$ cat config.mk
export PLATFORM = sky130hd
export DESIGN_NAME = zorder_block_product_sequencer_top
export DESIGN_NICKNAME = d
export VERILOG_FILES = /design/src/hw/rtl/zbps_pkg.sv /design/src/hw/rtl/zbps_counter.sv /design/src/hw/rtl/zbps_index.sv /design/src/hw/rtl/zorder_block_product_sequencer_top.sv
export SDC_FILE = /design/constraint.sdc
export NUM_CORES = 1
export LEC_CHECK = 0
export BUFFER_PORTS_ARGS = -buffer_cell sky130_fd_sc_hd__buf_2
export CAP_MARGIN = 20
export CORE_UTILIZATION = 40
export CTS_CLUSTER_SIZE = 20
export DETAILED_ROUTE_END_ITERATION = 10
export SYNTH_ARGS = -nofsm -noshare
export SYNTH_HDL_FRONTEND = slang
export SYNTH_SLANG_ARGS = --single-unit
$ cat constraint.sdc
create_clock -name clk -period 10.5 [get_ports clk]
set_input_delay 2.1 -clock clk [delete_from_list [all_inputs] [get_ports clk]]
set_output_delay 2.1 -clock clk [all_outputs]
set_load 0.05 [all_outputs]
$ cat src/hw/rtl/zbps_pkg.sv
// Shared types and constants for the block-product address sequencer.
`timescale 1ns / 1ps

package zbps_pkg;

    localparam int IDX_W      = 10;
    localparam int LVL_W      = 3;
    localparam int CFG_IDX_W  = 2;
    localparam int CFG_DATA_W = 3;

    localparam logic [CFG_IDX_W-1:0] REG_BLOCK_LEVELS = 2'd0;
    localparam logic [CFG_IDX_W-1:0] REG_INDEX_MODE   = 2'd1;

    typedef struct packed {
        logic [LVL_W-1:0] levels;
        logic             zorder;
    } cfg_t;

    typedef struct packed {
        logic valid;
        logic last;
    } seq_stat_t;

endpackage

$ cat src/hw/rtl/zbps_counter.sv
// Sequence counter and input stage register of the block-product address sequencer.
`timescale 1ns / 1ps

module zbps_counter #(
    parameter int MAX_LEVELS = 5
) (
    input  logic                       clk,
    input  logic                       rst_n,
    input  logic                       in_valid,
    output logic                       in_ready,
    input  logic                       restart,
    input  logic [zbps_pkg::LVL_W-1:0] levels,
    output zbps_pkg::seq_stat_t        stat,
    input  logic                       stage_ready,
    output logic [3*MAX_LEVELS-1:0]    cnt
);
    import zbps_pkg::*;

    localparam int CNT_W  = 3 * MAX_LEVELS;
    localparam int SPAN_W = $clog2(CNT_W + 1);

    logic [CNT_W-1:0]  counter_reg;
    logic [CNT_W-1:0]  counter_next;
    logic [CNT_W-1:0]  cnt_reg;
    logic              last_reg;
    logic              valid_reg;
    logic [SPAN_W-1:0] span;
    logic [CNT_W-1:0]  mask;
    logic [CNT_W-1:0]  cur;
    logic              cur_last;
    logic              accept;
    logic              stage_take;

    assign stage_take = valid_reg && stage_ready;
    assign in_ready   = !valid_reg || stage_ready;
    assign accept     = in_valid && in_ready;

    always_comb
    begin
        span = SPAN_W'({2'b00, levels} * 5'd3);
        for (int b = 0; b < CNT_W; b++)
        begin
            mask[b] = (SPAN_W'(b) < span);
        end
        cur          = (restart ? '0 : counter_reg) & mask;
        cur_last     = (cur == mask);
        counter_next = cur_last ? '0 : cur + CNT_W'(1);
    end

    always_ff @(posedge clk or negedge rst_n)
    begin
        if (!rst_n)
        begin
            counter_reg <= '0;
            valid_reg   <= 1'b0;
        end
        else
        begin
            if (accept)
            begin
                counter_reg <= counter_next;
                valid_reg   <= 1'b1;
            end
            else if (stage_take)
            begin
                valid_reg <= 1'b0;
            end
        end
    end

    always_ff @(posedge clk)
    begin
        if (accept)
        begin
            cnt_reg  <= cur;
            last_reg <= cur_last;
        end
    end

    assign stat.valid = valid_reg;
    assign stat.last  = last_reg;
    assign cnt        = cnt_reg;

`ifndef SYNTH
    a_restart_clears: assert property (@(posedge clk) disable iff (!rst_n)
        accept && restart |=> cnt_reg == '0)
        else $error("restart transaction did not start from zero");

    a_wrap_after_last: assert property (@(posedge clk) disable iff (!rst_n)
        accept && cur_last |=> counter_reg == '0)
        else $error("counter did not wrap after last triple");

    a_stage_hold: assert property (@(posedge clk) disable iff (!rst_n)
        valid_reg && !stage_ready && !accept |=> valid_reg && $stable(cnt_reg))
        else $error("stalled stage lost its count");
`endif

endmodule

$ cat src/hw/rtl/zbps_index.sv
// Block index formation and result register of the block-product address sequencer.
`timescale 1ns / 1ps

module zbps_index #(
    parameter int MAX_LEVELS = 5
) (
    input  logic                       clk,
    input  logic                       rst_n,
    input  zbps_pkg::seq_stat_t        stat,
    input  logic [3*MAX_LEVELS-1:0]    cnt,
    output logic                       stage_ready,
    input  zbps_pkg::cfg_t             cfg,
    output logic                       out_valid,
    input  logic                       out_ready,
    output logic [zbps_pkg::IDX_W-1:0] a_index,
    output logic [zbps_pkg::IDX_W-1:0] b_index,
    output logic [zbps_pkg::IDX_W-1:0] c_index,
    output logic                       last
);
    import zbps_pkg::*;

    localparam int FULL_W = (2 * MAX_LEVELS > IDX_W) ? 2 * MAX_LEVELS : IDX_W;

    logic [MAX_LEVELS-1:0] row_i;
    logic [MAX_LEVELS-1:0] col_j;
    logic [MAX_LEVELS-1:0] inner_k;
    logic [IDX_W-1:0]      a_next;
    logic [IDX_W-1:0]      b_next;
    logic [IDX_W-1:0]      c_next;
    logic [IDX_W-1:0]      a_reg;
    logic [IDX_W-1:0]      b_reg;
    logic [IDX_W-1:0]      c_reg;
    logic                  last_reg;
    logic                  valid_reg;
    logic                  load;

    function automatic logic [IDX_W-1:0] form_index(
        input logic [MAX_LEVELS-1:0] row,
        input logic [MAX_LEVELS-1:0] col,
        input logic [LVL_W-1:0]      lv,
        input logic                  zorder
    );
        logic [FULL_W-1:0] w;
        w = '0;
        if (zorder)
        begin
            for (int b = 0; b < MAX_LEVELS; b++)
            begin
                w[2*b]   = col[b];
                w[2*b+1] = row[b];
            end
        end
        else
        begin
            w = (FULL_W'(row) << lv) | FULL_W'(col);
        end
        return w[IDX_W-1:0];
    endfunction

    always_comb
    begin
        for (int l = 0; l < MAX_LEVELS; l++)
        begin
            row_i[l]   = cnt[3*l+2];
            col_j[l]   = cnt[3*l+1];
            inner_k[l] = cnt[3*l];
        end
        a_next = form_index(row_i, inner_k, cfg.levels, cfg.zorder);
        b_next = form_index(inner_k, col_j, cfg.levels, cfg.zorder);
        c_next = form_index(row_i, col_j, cfg.levels, cfg.zorder);
    end

    assign stage_ready = !valid_reg || out_ready;
    assign load        = stat.valid && stage_ready;

    always_ff @(posedge clk or negedge rst_n)
    begin
        if (!rst_n)
        begin
            valid_reg <= 1'b0;
        end
        else if (stage_ready)
        begin
            valid_reg <= stat.valid;
        end
    end

    always_ff @(posedge clk)
    begin
        if (load)
        begin
            a_reg    <= a_next;
            b_reg    <= b_next;
            c_reg    <= c_next;
            last_reg <= stat.last;
        end
    end

    assign out_valid = valid_reg;
    assign a_index   = a_reg;
    assign b_index   = b_reg;
    assign c_index   = c_reg;
    assign last      = last_reg;

endmodule

$ cat src/hw/rtl/zorder_block_product_sequencer_top.sv
// Top level of the block-product address sequencer: configuration registers and stages.
// Path: an accepted request is registered in the counter stage and then in the index stage,
// whose valid register drives out_valid.
// Throughput: one triple per cycle; in_ready drops only while both stages are full
// and out_ready is low.
// Reset: counter, block_levels, index_mode and both stage valids clear at once.
`timescale 1ns / 1ps

module zorder_block_product_sequencer_top #(
    parameter int MAX_LEVELS = 5
) (
    input  logic                            clk,
    input  logic                            rst_n,
    input  logic                            in_valid,
    output logic                            in_ready,
    input  logic                            restart,
    output logic                            out_valid,
    input  logic                            out_ready,
    output logic [zbps_pkg::IDX_W-1:0]      a_index,
    output logic [zbps_pkg::IDX_W-1:0]      b_index,
    output logic [zbps_pkg::IDX_W-1:0]      c_index,
    output logic                            last,
    input  logic                            cfg_valid,
    output logic                            cfg_ready,
    input  logic [zbps_pkg::CFG_IDX_W-1:0]  cfg_index,
    input  logic [zbps_pkg::CFG_DATA_W-1:0] cfg_data
);
    import zbps_pkg::*;

    logic [LVL_W-1:0]          block_levels_reg;
    logic                      index_mode_reg;
    cfg_t                      cfg;
    seq_stat_t                 stat;
    logic                      stage_ready;
    logic [3*MAX_LEVELS-1:0]   cnt;

    assign cfg_ready = 1'b1;

    always_ff @(posedge clk or negedge rst_n)
    begin
        if (!rst_n)
        begin
            block_levels_reg <= '0;
            index_mode_reg   <= 1'b0;
        end
        else if (cfg_valid && cfg_ready)
        begin
            case (cfg_index)
                REG_BLOCK_LEVELS: block_levels_reg <= cfg_data[LVL_W-1:0];
                REG_INDEX_MODE:   index_mode_reg   <= cfg_data[0];
                default:          ;
            endcase
        end
    end

    always_comb
    begin
        cfg.levels = (32'(block_levels_reg) > MAX_LEVELS) ? LVL_W'(MAX_LEVELS)
                                                           : block_levels_reg;
        cfg.zorder = index_mode_reg;
    end

    zbps_counter #(
        .MAX_LEVELS (MAX_LEVELS)
    ) u_counter (
        .clk         (clk),
        .rst_n       (rst_n),
        .in_valid    (in_valid),
        .in_ready    (in_ready),
        .restart     (restart),
        .levels      (cfg.levels),
        .stat        (stat),
        .stage_ready (stage_ready),
        .cnt         (cnt)
    );

    zbps_index #(
        .MAX_LEVELS (MAX_LEVELS)
    ) u_index (
        .clk         (clk),
        .rst_n       (rst_n),
        .stat        (stat),
        .cnt         (cnt),
        .stage_ready (stage_ready),
        .cfg         (cfg),
        .out_valid   (out_valid),
        .out_ready   (out_ready),
        .a_index     (a_index),
        .b_index     (b_index),
        .c_index     (c_index),
        .last        (last)
    );

endmodule

* Yosys cells after proc, flatten, opt, wreduce, memory -nomap -nowiden
Cells that the tools add are included.
** Storage, ports and cells
- Logic and storage cells :: 55
- Input port bits :: 11
- Bits in registers :: 68
- ROM bits :: 0
- Output and inout bits :: 34
- Memories kept :: 0
- Latch bits :: 0
- Bits in writable memories :: 0
** Cells by class
- Mux-type cells :: 8
- Equal/unequal tests :: 2
- Reductions and logical operators :: 10
- Bitwise gates (word level) :: 4
- Shift operators :: 2
- $add $sub $neg :: 1
- Divide/modulo/power cells :: 0
- Multipliers :: 1
- Order comparisons :: 16
** Operator list (number)
- $mux 10 :: 3
- $mux 15 :: 2
- $or 10x5->10 :: 3
- $lt 4x4->1 const A :: 7
- $shl 5x3->10 :: 2
- $lt 3x4->1 const A :: 4
- $add 15x1->15 const B :: 1
- $and 15x15->15 :: 1
- $eq 15x15->1 :: 1
- $lt 1x4->1 const A :: 2
- $lt 2x4->1 const A :: 2
- $mul 3x2->4 const B :: 1
- $reduce_and 2->1 :: 2
- $gt 3x3->1 const B :: 1
- $mux 3 :: 1
- $eq 2x1->1 const B :: 1
- $logic_and 1x1->1 :: 2
- $logic_not 1->1 :: 2
- $logic_not 2->1 :: 1
- $logic_or 1x1->1 :: 2
- $mux 1 :: 2
- $reduce_bool 2->1 :: 1

* Longest topological paths before layout
Gate-level depths: netlist of run 1.
- Depth after elaboration :: 7
- Gate-level depth with buffers :: 16
- Depth with buffers taken out :: 13

* Modules after synthesis
A second synthesis of run 1 with hierarchy kept.
** Second synthesis, totals
- Cell total of the unflattened synthesis :: 342
- Area, all modules :: 3769.9 um^2
** Modules (own cells, without submodules)
- zbps_counter :: area an instance 1883.1 um^2, seq. area each 880.8 um^2, cells an instance 180, times used 1
- zbps_index :: area an instance 1686.6 um^2, seq. area each 865.8 um^2, cells an instance 147, times used 1
- zorder_block_product_sequencer_top :: area an instance 200.2 um^2, seq. area each 100.1 um^2, cells an instance 15, times used 1

* Least setup slack after synthesis of run 1
Ideal clock, no wire load.
- Path kind :: input to output
- Start :: in out_ready
- End :: out in_ready
- Stages :: 1
- Arrival :: 2589 ps
- Data required time :: 8400 ps
- Setup slack :: 5811 ps
- Path buffers :: 0
- Path through :: nand3b_1
** On the way
- Cells in the longest elaborated chain, start to end :: 2
** RTL lines
- from (decl) :: line zorder_block_product_sequencer_top.sv:18 : input logic out_ready,
- $logic_or 1x1->1 :: line zbps_index.sv:73 : assign stage_ready = !valid_reg || out_ready;
- $logic_or 1x1->1 :: line zbps_counter.sv:35 : assign in_ready = !valid_reg || stage_ready;
- to (decl) :: line zorder_block_product_sequencer_top.sv:15 : output logic in_ready,
Every way passes these cells.

* Worst setup path in the final report of run 1
- Start :: reg block_levels_reg[0]
- End :: reg u_counter.counter_reg[13]
** On the way
- Cells in the longest elaborated chain, start to end :: 7
- Elaborated cells between the ends (all ways) :: 22
- Classes of those cells :: add/sub (1); mul (1); order compare (16); eq/ne (1); mux (2); bitwise (1)
** RTL lines
- from (decl) :: line zorder_block_product_sequencer_top.sv:30 : logic [LVL_W-1:0] block_levels_reg;
- from (signal assigned) :: line zorder_block_product_sequencer_top.sv:49 : REG_BLOCK_LEVELS: block_levels_reg <= cfg_data[LVL_W-1:0];
- $gt 3x3->1 :: line zorder_block_product_sequencer_top.sv:58 : cfg.levels = (32'(block_levels_reg) > MAX_LEVELS) ? LVL_W'(MAX_LEVELS)
- $mux 3 (*) :: line zorder_block_product_sequencer_top.sv:58
- $mul 3x2->4 (*) :: line zbps_counter.sv:40 : span = SPAN_W'({2'b00, levels} * 5'd3);
- $lt 1x4->1, or another cell as far along :: line zbps_counter.sv:43 : mask[b] = (SPAN_W'(b) < span);
- $and 15x15->15 :: line zbps_counter.sv:45 : cur = (restart ? '0 : counter_reg) & mask;
- $add 15x1->15 or $eq 15x15->1 (tied branches) :: line zbps_counter.sv:47, zbps_counter.sv:46
- $mux 15 (*) :: line zbps_counter.sv:47 : counter_next = cur_last ? '0 : cur + CNT_W'(1);
- to (signal assigned) :: line zbps_counter.sv:61 : counter_reg <= counter_next;
- to (decl) :: line zbps_counter.sv:22 : logic [CNT_W-1:0] counter_reg;
Every way passes the cells marked *; elsewhere a longest branch is shown, timed or not.
A chain may end at the register's enable or synchronous reset.

==> results of run 1 <==
## final timing paths
path,from,to,slack (ps),depth (start not counted)
worst max-delay path,block_levels_reg[0]$_DFFE_PN0P_,u_counter.counter_reg[13]$_DFFE_PN0P_,5460,10
worst min-delay path,u_counter.last_reg$_DFFE_PP_,u_index.last$_DFFE_PP_,430,0
worst max register to register,block_levels_reg[0]$_DFFE_PN0P_,u_counter.counter_reg[13]$_DFFE_PN0P_,5460,10
worst min register to register,u_counter.last_reg$_DFFE_PP_,u_index.last$_DFFE_PP_,430,0
max in group asynchronous,rst_n,block_levels_reg[0]$_DFFE_PN0P_,8440,1
min in group asynchronous,rst_n,u_counter.counter_reg[4]$_DFFE_PN0P_,1710,1
## cell families (layout without fill, tap and decap cells)
logic type | Yosys count | count (layout) | share of synthesized area
compound gates | 98 | 98 | 0.183
xor+xnor | 11 | 11 | 0.0309
other cells | 1 | 1 | 0.00101
fa+ha+maj | 3 | 3 | 0.0121
mux | 12 | 12 | 0.0336
buf+inv | 42 | 79 | 0.0531
flops | 65 | 65 | 0.496
simple gates | 130 | 130 | 0.190
## per-stage QoR
stage,setup WS [ps],util
2_1_floorplan,5810,-
3_3_place_gp,5610,0.448
3_5_place_dp,5520,0.448
4_1_cts,5490,0.471
5_1_grt,5010,0.473
6_report,5460,0.473
## routing by layer
metal  GRT usage  share of wire  vias up
met2       0.297           0.46       87
met4      0.0631          0.013        0
met5           0              0        -
li1            -              -     1395
met3      0.0383          0.049        8
met1       0.277           0.48     1377
## worst reg2reg max path, delay by kind of cell (launching register included)
| kind | cells | cell delay, ps |
|---|---|---|
| flip-flops | 1 | 670 |
| AO/OA/AOI/OAI | 3 | 1260 |
| buffers and inverters | 1 | 110 |
| adder cells (fa/ha/maj) | 2 | 970 |
| AND/OR/NAND/NOR | 4 | 1870 |
## layout make-up
type	count	area [um2]	area share
flip-flops and latches	65	1850	0.441
multi-input cells	255	1680	0.400
repair buffers	48	270	0.0645
clock buffers	10	138	0.0329
well taps	108	135	0.0323
clock inverters	6	66.3	0.0158
inverters	15	56.3	0.0134
## cells in the final DEF (no fill, tap or decap), types with 5 or more instances in the layout
cell and count:
nand2_1 34, clkbuf_8 10, nand2b_1 10, edfxtp_1 44
nor2_1 29, a21oi_1 21, mux2i_1 8, dfrtp_1 21
buf_2 43, o31ai_1 10, nor3_1 7, a21o_1 5
a211oi_1 7, nand3b_1 5, o21ai_0 14, nor2b_1 13
xnor2_1 7, inv_1 15, nand3_1 5
## power breakdown
part	switching, W	total [W]	internal, W
Clock	0.000106	0.000223	0.000117
Sequential	0.0000185	0.000324	0.000306
Combinational	0.000185	0.000264	0.0000782
==> summary.md, run 1 <==
| Metric | Value |
|---|---|
| Max IR drop VDD | 0.0708 mV |
| Post-synth EDFFs | 44 |
| Max incr delay on CP | 960 ps |
| CTS Hold Bufs | 0 |
| CP max stage cell | a21oi_1 |
| Root Driver | clkbuf_8 |
| Total gr overflow | 0 |
| Total GRT Usage | 0.194 |
| Count leader, synth | edfxtp_1 |
| Hold crit path type | flip-flop to flip-flop |
| Slew margin rel. | 0.291 |
| Critical path capture point type | flip-flop |
| Pre-antenna DRT Iters | 8 |
| Top cell type by total area after synthesis | edfxtp_1 |
| Vias/cell | 5.65 |
| Power, Total | 0.000811 W |
| Placed Instance Area | 3960 um2 |
| Cell Area, Synth | 3720 um2 |
| MaxCap Viol Count | 0 |
| Core area | 8850 um2 |
| Hold Vio Cnt, Final | 0 |
| Synth warnings | 0 |
| Layout area overhead | 12.6% |
| Largest net degree at the start of global routing | 31 |
| RSZ-0062 raised after global routing | false |
| DP Wirelength | 6.10 mm |
| First-pass GRT wire length | 14.5 mm |
| CP max FO | 26 |
| Fmax | 198 MHz |
| H-Tree Depth | 3 |
| Worst hold margin | 428 ps |
| Asr flop ratio synth | 0.323 |
| Cell area after layout | 4190 um2 |
| Clk_skew | 9.47 ps |
| CTS tree | done |
| Leakage | 1.64 nW |
| Post-CTS Setup Repair Bufs | 0 |
| I/O pin total | 45 |
| Tcrit/Tclk final | 0.480 |
| Rows | 34 |
| Largest cells by area after synthesis | edfxtp_1 36%, dfrtp_1 14%, nand2_1 3.4%, nor2_1 2.9%, a21oi_1 2.8% |
| CTS max path bufs | 2 |
| Most frequent cells after synthesis | 44 x edfxtp_1, 34 x nand2_1, 29 x nor2_1, 21 x a21oi_1, 21 x dfrtp_1 |
| Worst-skew pair later-pin latency | 350 ps |
| CP delay by family, top | simple AND/OR/NAND/NOR gates |
| Vias in the first global route | 2676 |
| DRT antenna net count | 0 |
| Mean Syn Cell Area | 10.3 um2 |
| Nature of the critical path startpoint | flip-flop |
| Seq/Total Area, Yosys | 0.496 |
| Die Width | 98.5 um |
| Final nets | 408 |
| Placed insts | 490 |
| Final setup viols | 0 |
| PortBufs | 43 |
| Failing checks | design-rule violations |
| Area share of the largest cell type after synthesis | 0.355 |
| Least-Margin Pin Slew | 1060 ps |
| Antenna diode count | 0 |
| CP Data Arrival Time | 5220 ps |
| Die area | 9690 um2 |
| Seq cells post-synth | 65 |
| Non-Filler Instances | 507 |
| Initial antenna violation count | 0 |
| Die height | 98.5 um |
| Final min period | 5040 ps |
| Register clock-pin slew on the reported worst setup and hold paths | 80 ps |
| Via count | 2867 |
| WL per Instance | 17.1 um |
| CTS resizes | 0 |
| P per Cell Area | 194 nW/um2 |
| Crit-path cells | a21oi_1, inv_1, ha_1, fa_1, or4b_1, o311ai_1, nor2_2, nor4_4, or4_1, o311ai_0 |
| Slew Viols, Final | 0 |
| Initial Util | 0.421 |
| Main flop type after synthesis | edfxtp_1 |
| Syn Inst Count | 362 |
| CP Buf/Inv Count | 1 |
| Final WL | 8.66 mm |
| Syn Nets | 376 |
| DRC | 6 |
| CTS buffer count | 9 |
| CTS sink count | 65 |
| Post-synth cell types | 69 |
| Drt initial violations | 174 |
| Critical path class | flip-flop to flip-flop |
| Fillers | 863 |
| Layout cell share with drive strength beyond 1 | 0.201 |
| Setup TNS | 0 ps |
| RD Place Congestion | 0.898 |
| Critical path required time | 10680 ps |
| Status | finished, violations left |
(Power assumes the default switching activity.)
==> inputs of run 2 (changes only) <==
Clock period 10.5 ns to 4.2 ns, I/O delays scaled along.
==> run 2 against run 1 <==
  * The run still ends with design-rule violations left
  * Final cell count grew 1.8%
  * Routed wire length grew 2.7%
  * Cell area up 0.90%
  * Sequential share of layout area is 0.39 points lower
  * Setup slack worse by 5000 ps
  * Critical endpoint is now u_counter.counter_reg[12]$_DFFE_PN0P_
==> summary.md, run 2 (synthesis results as in run 1) <==
| Metric | Value |
|---|---|
| Rows | 34 (unchanged) |
| Initial antenna violation count | 0 (unchanged) |
| Total GRT Usage | 0.194 (-0.000397) |
| Final nets | 417 (+2.2%) |
| Commonest non-fill, non-tap cell in the layout | edfxtp_1 |
| CP delay by family, top | adder cells |
| Layout cell share with drive strength beyond 1 | 0.218 (+0.0176) |
| DRT antenna net count | 0 (unchanged) |
| PortBufs | 43 (unchanged) |
| DP Wirelength | 6.42 mm (+5.3%) |
| P per Cell Area | 466 nW/um2 (+140%) |
| Worst-skew pair later-pin latency | 350 ps (about the same) |
| CP max stage cell | fa_2 |
| Worst hold margin | 433 ps (+5.35 ps) |
| Final setup viols | 0 (unchanged) |
| Slew margin rel. | 0.374 (+0.0839) |
| Worst r2r path cells | 13 (+3) |
| Slew Viols, Final | 0 (unchanged) |
| CTS Hold Bufs | 0 (unchanged) |
| Largest net degree at the start of global routing | 31 (unchanged) |
| Clk_skew | 9.99 ps (+0.519 ps) |
| Drt initial violations | 131 (-25%) |
| Status | finished, violations left |
| MaxCap Viol Count | 0 (unchanged) |
| First-pass GRT wire length | 14.4 mm (-0.38%) |
| Post-CTS Setup Repair Bufs | 0 (unchanged) |
| Root Driver | clkbuf_8 |
| CP Buf/Inv Count | 2 (+1) |
| Failing checks | design-rule violations |
| CTS tree | done |
| Die height | 98.5 um (unchanged) |
| Least-Margin Pin Slew | 936 ps (-128 ps) |
| Hold crit path type | flip-flop to flip-flop |
| Critical path capture point type | flip-flop |
| Final min period | 3770 ps (-1270 ps) |
| Most frequent cells in the layout | 44 x edfxtp_1, 43 x buf_2, 34 x nand2_1 |
| Layout area overhead | 13.6% |
| CTS max path bufs | 2 (unchanged) |
| CTS resizes | 0 (unchanged) |
| Die area | 9690 um2 (unchanged) |
| Cell area after layout | 4230 um2 (+0.90%) |
| Setup WS pre-CTS | 352 ps (-5170 ps) |
| Vias/cell | 5.67 (+0.28%) |
| Fmax | 265 MHz (+34%) |
| Antenna diode count | 0 (unchanged) |
| CP Data Arrival Time | 4020 ps (-1200 ps) |
| DRC | 6 (unchanged) |
| Post-route setup slack | 427 ps (-5030 ps) |
| Critical path required time | 4440 ps (-6240 ps) |
| Max IR drop VDD | 0.153 mV (+120%) |
| Critical path class | flip-flop to flip-flop |
| Vias in the first global route | 2841 (+6.2%) |
| Final WL | 8.90 mm (+2.7%) |
| Placed Instance Area | 4030 um2 (+1.7%) |
| I/O pin total | 45 (unchanged) |
| Tcrit/Tclk final | 0.898 (+0.418) |
| Register clock-pin slew on the reported worst setup and hold paths | 70 ps (about the same) |
| Placed insts | 499 (+1.8%) |
| Max incr delay on CP | 690 ps (-270 ps) |
| RSZ-0062 raised after global routing | false |
| WL per Instance | 17.2 um (+0.96%) |
| Die Width | 98.5 um (unchanged) |
| RD Place Congestion | 0.875 (-2.6%) |
| Non-Filler Instances | 516 (+1.8%) |
| Hold Path Cell Cnt | 0 (unchanged) |
| Initial Util | 0.421 (unchanged) |
| CP max FO | 12 (-54%) |
| Pre-antenna DRT Iters | 7 (-1) |
| CTS buffer count | 9 (unchanged) |
| CTS sink count | 65 (unchanged) |
| Core area | 8850 um2 (unchanged) |
| Leakage | 1.66 nW (+1.4%) |
| Total gr overflow | 0 (unchanged) |
| H-Tree Depth | 3 (unchanged) |
| Nature of the critical path startpoint | flip-flop |
| Via count | 2926 (+2.1%) |
| Hold Vio Cnt, Final | 0 (unchanged) |
| Crit-path cells | buf_4, a21oi_1, inv_1, ha_1, fa_2, nor3_2, a21oi_1, ha_1, o2111ai_1, nor4_2, nand4_1, xor2_1, o31ai_1 |
| Worst path depth | 13 (+3) |
| Setup TNS | 0 ps (unchanged) |
run 2: final cells by class:
type / count / area [um2]
fill: 865 / 4620
sequential: 65 / 1850
multi-input combinational: 255 / 1680
timing repair buffer: 57 / 338
clock buffer: 10 / 138
tap: 108 / 135
inverter: 15 / 56.3
clock inverter: 6 / 33.8
run 2: metal layers:
metal,share of wire,global-route usage
met1,0.45,0.260
met5,0,0
met4,0.022,0.0884
met2,0.48,0.309
met3,0.040,0.0326
run 2: report_power, final:
part	switching, W	internal (W)
registers	0.0000382	0.000765
logic	0.000478	0.000219
clock network	0.000244	0.000225
run 2: path summary, 6_finish.rpt:
check                                                 from                               endpoint  slack, ps
setup / recovery           block_levels_reg[2]$_DFFE_PN0P_  u_counter.counter_reg[12]$_DFFE_PN0P_        430
min in group asynchronous                            rst_n   u_counter.counter_reg[1]$_DFFE_PN0P_        470
max in group asynchronous                            rst_n        block_levels_reg[1]$_DFFE_PN0P_       3360
hold / removal                u_counter.last_reg$_DFFE_PP_                 u_index.last$_DFFE_PP_        430
hold reg to reg               u_counter.last_reg$_DFFE_PP_                 u_index.last$_DFFE_PP_        430
setup reg to reg           block_levels_reg[2]$_DFFE_PN0P_  u_counter.counter_reg[12]$_DFFE_PN0P_        430
run 2: through the flow:
step / util / total power, W
final: 0.478 / 0.00197
after global routing: 0.478 / 0.00207
after CTS: 0.475 / 0.00198
after detailed placement: 0.455 / 0.00150
after global placement: 0.455 / 0.00150
after floorplan: - / 0.00135
